[src/rtl/fdl_pkg.sv]
package fdl_pkg;

  // configuration port geometry
  localparam int CfgIdxBits  = 2;
  localparam int CfgDataBits = 16;

  // fixed register widths
  localparam int LenBits  = 13;
  localparam int FracBits = 16;
  localparam int GainBits = 16;

  // fixed-point positions
  localparam int FracShift = 16;
  localparam int GainShift = 12;

  // register indexes
  localparam logic [CfgIdxBits-1:0] REG_LINE_LENGTH = 2'd0;
  localparam logic [CfgIdxBits-1:0] REG_DELAY_WHOLE = 2'd1;
  localparam logic [CfgIdxBits-1:0] REG_DELAY_FRAC  = 2'd2;
  localparam logic [CfgIdxBits-1:0] REG_MAKEUP_GAIN = 2'd3;

  // register reset values
  localparam logic [LenBits-1:0]  LINE_LENGTH_RST = 13'd4096;
  localparam logic [LenBits-1:0]  DELAY_WHOLE_RST = 13'd1;
  localparam logic [FracBits-1:0] DELAY_FRAC_RST  = 16'd0;
  localparam logic [GainBits-1:0] MAKEUP_GAIN_RST = 16'd4096;

  // operand selection of the shared multiplier
  typedef enum logic {
    MUL_DIFF_FRAC,
    MUL_BLEND_GAIN
  } mul_sel_e;

endpackage

[src/rtl/fdl_mul.sv]
module fdl_mul #(
  parameter int SAMPLE_BITS = 24
) (
  input  logic                          clk_i,
  input  logic                          en_i,
  input  fdl_pkg::mul_sel_e             sel_i,
  input  logic signed [SAMPLE_BITS:0]   diff_i,
  input  logic [fdl_pkg::FracBits-1:0]  frac_i,
  input  logic signed [SAMPLE_BITS-1:0] blend_i,
  input  logic [fdl_pkg::GainBits-1:0]  gain_i,
  output logic signed [SAMPLE_BITS+17:0] prod_o
);
  import fdl_pkg::*;

  logic signed [SAMPLE_BITS:0]   op_a;
  logic signed [16:0]            op_b;
  logic signed [SAMPLE_BITS+17:0] prod_q;

  // operand selection
  always_comb begin
    case (sel_i)
      MUL_DIFF_FRAC: begin
        op_a = diff_i;
        op_b = $signed({1'b0, frac_i});
      end
      MUL_BLEND_GAIN: begin
        op_a = $signed({blend_i[SAMPLE_BITS-1], blend_i});
        op_b = $signed({1'b0, gain_i});
      end
      default: begin
        op_a = '0;
        op_b = '0;
      end
    endcase
  end

  // registered product
  always_ff @(posedge clk_i) begin
    if (en_i) begin
      prod_q <= op_a * op_b;
    end
  end

  assign prod_o = prod_q;

endmodule

[config.mk]
export PLATFORM = sky130hd
export DESIGN_NAME = fdl_mul
export DESIGN_NICKNAME = d
export VERILOG_FILES = /design/src/rtl/fdl_pkg.sv /design/src/rtl/fdl_mul.sv
export SDC_FILE = /design/constraint.sdc
export NUM_CORES = 1
export LEC_CHECK = 0
export BUFFER_PORTS_ARGS = -buffer_cell sky130_fd_sc_hd__buf_2
export CAP_MARGIN = 20
export CORE_ASPECT_RATIO = 0.7
export CORE_MARGIN = 2
export CORE_UTILIZATION = 35
export DETAILED_ROUTE_END_ITERATION = 10
export GPL_ROUTABILITY_DRIVEN = 1
export PLACE_DENSITY = 0.6
export SLEW_MARGIN = 20
export SYNTH_ARGS = -nofsm -noshare
export SYNTH_HDL_FRONTEND = slang
export SYNTH_SLANG_ARGS = --single-unit
[constraint.sdc]
create_clock -name clk_i -period 19.2 [get_ports clk_i]
set_input_delay 2.88 -clock clk_i [delete_from_list [all_inputs] [get_ports clk_i]]
set_output_delay 2.88 -clock clk_i [all_outputs]
set_load 0.02 [all_outputs]
### Yosys cells after proc, flatten, opt, wreduce, memory -nomap -nowiden

Cells that the tools add are included.

* register bits after elaboration: 42
* bits of input ports: 84
* output and inout port bits: 42
* logic and storage cells: 5

* $mul: 1
* muxes and demuxes: 2
* bitwise gates (word level): 1

Operators with widths (number)
* 25-bit case mux with 2 select lines: 1
* 25-bit by 17-bit multiplier with 42-bit output: 1
* 17-bit case mux with 2 select lines: 1
* 1-bit NOT: 1

### Logic depth before layout (Yosys ltp)

Gate-level depths: netlist (run 1).

* depth after elaboration: 3
* gate-level depth with buffers: 28
* depth with buffers taken out: 25

### Least setup slack after synthesis (run 1)

Ideal clock, no wire load.

* kind: in2reg
* start point: in sel_i
* end point: reg prod_q[40] (netlist: prod_o[40]), data pin
* data arrival time: 9.307 ns
* slack: 9.619 ns
* cell stages on the path: 26
* cells stage by stage: clkbuf_1 > clkbuf_1 > buf_1 > mux2i_1 > nor2_1 > fa_1 > inv_1 > fa_1 > fa_1 > inv_1 > fa_1 > fa_1 > inv_1 > fa_1 > inv_1 > ha_1 > buf_2 > a2111oi_0 > o21ai_1 > o21ai_0 > o21ai_1 > a31oi_4 > o211ai_2 > o21ai_2 > o21a_2 > o311ai_1

* cells in the longest elaborated chain, start to end: 3
* elaborated cells on any way between the ends: 4
* those cells by class: 1 x mul; 2 x mux; 1 x bitwise

RTL lines
* start, declared: line fdl_mul.sv:6 `input fdl_pkg::mul_sel_e sel_i,`
* 1-bit NOT: line fdl_mul.sv:21 `case (sel_i)`
* 25-bit case mux with 2 select lines or 17-bit case mux with 2 select lines (tied branches): line fdl_mul.sv:21
* 25-bit by 17-bit multiplier with 42-bit output *: line fdl_mul.sv:40 `prod_q <= op_a * op_b;`
* end signal, assigned: line fdl_mul.sv:40
* end, declared: line fdl_mul.sv:17 `logic signed [SAMPLE_BITS+17:0] prod_q;`

Mark *: on every way between the ends. The rest lies on a longest branch, timed or not. The select of a mux whose other input is x is not followed.
A chain may end at the register's enable or synchronous reset.

### Worst setup path after layout (run 1)

Ends and elaborated chain as after synthesis.

==> reports/summary.txt, run 1 <==
Status: finished, final reports clean
DIE AREA: 47600 µm²
Longest Clk Path Bufs: 2
CP Max Fanout: 70
Drt first pass iters: 5
Max Freq: 0.0950 GHz
Synthesis warning total: 0
Setup Viol. Count Final: 0
CP max-delay cell: buf_4
Worst-Margin Slew: 1.11 ns
Largest stage delay, worst path: 0.80 ns
Maximum level of the CTS H-tree: 2
Worst Hold Class: primary input to flop
Avg WL per Cell: 20.6 µm
Worst Path Required: 19.26 ns
GRT overflow: 0
Relative slew slack: 25.5%
Cells after Synth: 1731
Final hold violation count: 0
# diodes: 0
Clk slew on worst S/H paths: 0.08 ns
Pins Over Slew Limit: 0
Pre-CTS setup slack: 8.50 ns
Clock sink total: 42
Starting Density: 35.5%
Antenna Nets Post-Route: 0
Placed cell area: 17400 µm²
GRT Total Usage: 22.2%
Syn_nets: 2309
Final worst slack: 8.67 ns
Cts bufs inserted: 5
Layout area overhead: 9.36%
Standard-cell rows: 65
RSZ-0062 raised after global routing: false
Sequential share of the synthesized area: 7.87%
Largest net degree at the start of global routing: 71
Arr. time, crit path: 10.59 ns
CTS tree: built
Post-synth cell types: 56
Crit Path Class: primary input to flop
Die Height: 183 µm
Num ports: 126
# nets final: 2409
Die width: 260 µm
Global-route wire length before repair: 77400 µm
Vias per inst: 4.91
Initial antenna violation count: 2
Number of max-cap violations: 0
Post-Syn Area: 16000 µm²
Mean Syn Cell Area: 9.26 µm²
CORE AREA: 45100 µm²
CTS resizes: 0
Largest register FFs: 42
Residual DRC count: 0
Most used cell, CP: fa_1
Drt total wl: 50200 µm
Design area: 17500 µm²
Synth async-reset ratio: 0%
Top_reg_cell synth: edfxtp_1
Hold_buf cts: 0
Period utilisation layout: 54.8%
Post-CTS setup buffer count: 0
Total negative slack: 0 ns
Utilization after layout: 38.8%
Kind of start point of the critical path: primary input
Root buffer cell: clkbuf_16
Placer's final routability congestion estimate: 1.01
Number of synthesized flops with an enable pin: 42
Dpl hpwl: 41900 µm
Number of port buffers: 125
Via count of the first global-routing pass: 12585
Register bit count reported by yosys: 42
Layout cells sized above 1: 11.2%
Vias: 11962
Crit. End Element: flop
Min Clock Period, post-route: 10.53 ns
Initial DRC count: 968
==> through the flow <==
stage,std cells,hold WS (ns)
final,2435,3.12
after global routing,2435,3.14
after CTS,2435,3.10
after detailed placement,2427,3.33
after global placement,2427,3.33
after floorplan,1731,2.99
==> cells in the final DEF (no fill, tap or decap), types with 7 or more instances in the layout <==
master | Yosys | layout
buf_4 | 0 | 16
mux2i_1 | 38 | 33
fa_1 | 391 | 391
a21oi_1 | 27 | 27
o21a_1 | 9 | 9
nor2_1 | 169 | 169
ha_1 | 103 | 103
a21o_1 | 16 | 16
inv_1 | 473 | 473
o21ai_0 | 10 | 10
buf_2 | 3 | 124
mux2_2 | 37 | 37
xor2_1 | 10 | 10
o21ai_1 | 7 | 7
edfxtp_1 | 42 | 42
nand2_1 | 258 | 258
xnor2_1 | 31 | 31
==> layout make-up <==
cell class              instances  area [µm²]
clock buffers                   6         129
clock inverters                 2        37.5
well taps                     603         754
flip-flops and latches         42        1260
inverters                     473        1780
multi-input cells            1169       12800
repair buffers                140         741
fillers                      4581       27600
==> critical path, delay by kind of cell <==
family,cells,cell delay (ns)
buffers and inverters,7,1.51
AO/OA/AOI/OAI,9,1.90
adder cells (fa/ha/maj),7,3.40
AND/OR/NAND/NOR,1,0.09
multiplexers,1,0.69
==> kinds of logic after synthesis <==
logic type | count (synthesis) | share of synthesized area (%)
buffers and inverters | 520 | 12.2
AND/OR/NAND/NOR | 452 | 11.0
AO/OA/AOI/OAI | 107 | 4.89
flip-flops | 42 | 7.87
multiplexers | 75 | 4.97
XOR/XNOR | 41 | 2.24
adder cells (fa/ha/maj) | 494 | 56.9
==> final timing paths <==
| kind | startpoint | endpoint | depth (start not counted) |
|---|---|---|---|
| setup / recovery | sel_i | prod_o[40]$_DFFE_PP_ | 25 |
| hold / removal | diff_i[0] | prod_o[0]$_DFFE_PP_ | 4 |
==> synth_stat cells, drive strengths merged, types with 10 or more instances <==
cell type | number | area, µm²
xor2 | 10 | 87.6
inv | 473 | 1780
xnor2 | 31 | 272
ha | 103 | 1290
mux2 | 37 | 417
nor2 | 169 | 634
clkbuf | 43 | 161
a21oi | 32 | 186
o21ai | 18 | 93.8
nand2 | 258 | 968
fa | 391 | 7830
edfxtp | 42 | 1260
mux2i | 38 | 380
o21a | 10 | 76.3
a21o | 17 | 129
==> metal layers <==
layer | wire length (µm) | track usage, % | vias up
li1 | - | - | 5272
met1 | 22700 | 32.0 | 6080
met2 | 20100 | 30.8 | 555
met3 | 6430 | 9.37 | 55
met4 | 949 | 4.46 | 0
met5 | 0 | 0 | -
Power of run 1 is left out: the tool's default activity adds up to more than one toggle a clock period on the data nets, which glitch-free logic cannot reach.
==> run 2, diff against run 1 <==
--- a/config.mk
+++ b/config.mk
@@ -5,6 +5,7 @@
 export SDC_FILE = /design/constraint.sdc
 export NUM_CORES = 1
 export LEC_CHECK = 0
+export ABC_AREA = 1
 export BUFFER_PORTS_ARGS = -buffer_cell sky130_fd_sc_hd__buf_2
 export CAP_MARGIN = 20
 export CORE_ASPECT_RATIO = 0.7
@@ -12,7 +13,7 @@
 export CORE_UTILIZATION = 35
 export DETAILED_ROUTE_END_ITERATION = 10
 export GPL_ROUTABILITY_DRIVEN = 1
-export PLACE_DENSITY = 0.6
+export PLACE_DENSITY = 0.62
 export SLEW_MARGIN = 20
 export SYNTH_ARGS = -nofsm -noshare
 export SYNTH_HDL_FRONTEND = slang
==> constraint.sdc (replaced) <==
create_clock -name clk_i -period 9.25 [get_ports clk_i]
set_input_delay 1.3875 -clock clk_i [delete_from_list [all_inputs] [get_ports clk_i]]
set_output_delay 1.3875 -clock clk_i [all_outputs]
set_load 0.02 [all_outputs]
==> run 2 against run 1 <==
First-iteration DRC count down 4.9%. Wire length down 2.1%. Cell area up 7.9%. Worst setup slack worse by 7.7 ns. Synthesized cell count up 29%. Sequential share of layout area down 0.52 points. Critical path depth down 4. Via count up 17%. Synthesized area up 8.9%. Hold slack worse by 1.5 ns. Utilization down 0.45 points.
==> reports/summary.txt, run 2 <==
# diodes: 0 (unchanged)
Crit Path Class: primary input to flop
Worst-Margin Slew: 1.03 ns (-0.0767 ns)
Vias: 14042 (+17%)
GRT Total Usage: 20.0% (-2.2 points)
Initial DRC count: 921 (-4.9%)
Largest net degree at the start of global routing: 61 (-14%)
Syn_nets: 2803 (+21%)
Synth async-reset ratio: 0% (unchanged)
Status: finished, final reports clean
Initial antenna violation count: 0 (-2)
Global-route wire length before repair: 80100 µm (+3.6%)
Top_reg_cell synth: edfxtp_1
Number of max-cap violations: 0 (unchanged)
Relative slew slack: 31.2% (+5.6 points)
Pins Over Slew Limit: 0 (unchanged)
Cells after Synth: 2225 (+29%)
Clock sink total: 42 (unchanged)
Die width: 271 µm (+4.3%)
Antenna Nets Post-Route: 0 (unchanged)
Drt first pass iters: 5 (unchanged)
Arr. time, crit path: 8.33 ns (-2.26 ns)
Vias per inst: 4.70 (-4.3%)
Layout cells sized above 1: 10.0% (-1.2 points)
CORE AREA: 49300 µm² (+9.1%)
Sequential share of the synthesized area: 7.22% (-0.64 points)
Synthesis warning total: 0 (unchanged)
DIE AREA: 51700 µm² (+8.7%)
Synth top area share: 44.8% (-4.0 points)
Largest register FFs: 42 (unchanged)
Number of synthesized flops with an enable pin: 42 (unchanged)
Top cells by area, synth: fa_1 45%, inv_1 14%, nand2_1 12%
Longest Clk Path Bufs: 2 (unchanged)
Hold_buf cts: 0 (unchanged)
GRT overflow: 0 (unchanged)
Worst Hold Class: primary input to flop
Yosys top cell by area: fa_1
Dpl hpwl: 43100 µm (+2.8%)
Root buffer cell: clkbuf_16
CTS tree: built
Setup Viol. Count Final: 0 (unchanged)
Most common cell in the synthesized netlist: inv_1
Register bit count reported by yosys: 42 (unchanged)
Worst Path Required: 9.30 ns (-9.96 ns)
Period utilisation layout: 89.5%
Via count of the first global-routing pass: 15057 (+20%)
Drt total wl: 49100 µm (-2.1%)
Clk slew on worst S/H paths: 0.07 ns (about the same)
Commonest cells after routing, fill and taps aside: 657 x inv_1, 568 x nand2_1, 391 x fa_1
Kind of start point of the critical path: primary input
Number of port buffers: 125 (unchanged)
Commonest non-fill, non-tap cell in the layout: inv_1
Avg WL per Cell: 16.5 µm (-20%)
RSZ-0062 raised after global routing: false
Placer's final routability congestion estimate: 0.938 (-6.9%)
Residual DRC count: 0 (unchanged)
Mean Syn Cell Area: 7.85 µm² (-15%)
Die Height: 191 µm (+4.3%)
Synth top cells by count: 657 x inv_1, 568 x nand2_1, 391 x fa_1
Post-synth cell types: 32 (-43%)
CP Max Fanout: 60 (-14%)
Final hold violation count: 0 (unchanged)
Min Clock Period, post-route: 8.28 ns
Maximum level of the CTS H-tree: 2 (unchanged)
Post-CTS setup buffer count: 0 (unchanged)
Post-Syn Area: 17500 µm² (+8.9%)
Layout area overhead: 8.33%
# nets final: 2898 (+20%)
Fill count: 5108 (+12%)
Starting Density: 35.4% (-0.081 points)
Standard-cell rows: 68 (+4.6%)
Design area: 18900 µm² (+7.9%)
Max Freq: 0.121 GHz
Num ports: 126 (unchanged)
Placed cell area: 18700 µm² (+7.7%)
Crit. End Element: flop
Total negative slack: 0 ns (unchanged)
CTS resizes: 0 (unchanged)
Cts bufs inserted: 5 (unchanged)
## run 2: cell count changes in the layout (fill, tap and decap cells not counted), moves of 20 or more
cell and change:
nor2_1 +36, inv_2 +20, xnor2_1 -28, mux2_2 -37, mux2i_1 -33, inv_1 +184
o21ai_2 +26, nand2_1 +310, nand3_1 +41
## run 2: final cells by class
class	instances	area, µm²	area share (%)
multi-input combinational	1454	13300	70.6
clock buffer	5	125	0.662
inverter	679	2550	13.5
tap	665	832	4.40
clock inverter	3	68.8	0.364
sequential	42	1260	6.67
timing repair buffer	138	726	3.84
## run 2: cell families after synthesis
| group | synth area share, % |
|---|---|
| AND/OR/NAND/NOR | 19.4 |
| flip-flops | 7.22 |
| adder cells (fa/ha/maj) | 52.2 |
| AO/OA/AOI/OAI | 3.66 |
| XOR/XNOR | 1.05 |
| buffers and inverters | 16.4 |
## run 2: worst paths after layout
check,depth (start not counted),slack [ns],start,end
worst min-delay path,3,1.59,frac_i[0],prod_o[0]$_DFFE_PP_
worst max-delay path,21,0.97,sel_i,prod_o[37]$_DFFE_PP_
## run 2: critical path, cell delays in order
cell,delay [ns]
buf_4,0.63
o21ai_2,0.36
inv_2,0.45
nand2_1,0.23
fa_1,0.70
fa_1,0.68
inv_1,0.19
fa_1,0.52
inv_1,0.05
fa_1,0.55
fa_1,0.43
fa_1,0.50
inv_1,0.05
ha_1,0.41
nand2_1,0.14
nor2_1,0.25
nand2_1,0.19
nor2_1,0.23
nand3_1,0.15
nand4_1,0.12
nand2_1,0.06
## run 2: per-layer routing
| layer | routed length (µm) | vias up | GRT usage, % |
|---|---|---|---|
| met5 | 0 | - | 0 |
| met4 | 922 | 0 | 3.76 |
| met3 | 4290 | 61 | 4.08 |
| met2 | 22400 | 513 | 32.9 |
| met1 | 21500 | 7002 | 27.4 |
| li1 | - | 6466 | - |
## run 2: metrics by stage
| stage | hold slack (ns) | utilization, % | setup slack, ns | cells |
|---|---|---|---|---|
| detailed placement | 1.83 | 38.0 | 0.662 | 2978 |
| global placement | 1.83 | 38.0 | 0.683 | 2978 |
| finish | 1.59 | 38.4 | 0.974 | 2986 |
| CTS | 1.59 | 38.4 | 0.977 | 2986 |
| global route | 1.62 | 38.4 | 0.513 | 2986 |
| floorplan | 1.50 | - | 2.34 | 2225 |
Power of run 2 is left out for the same reason.
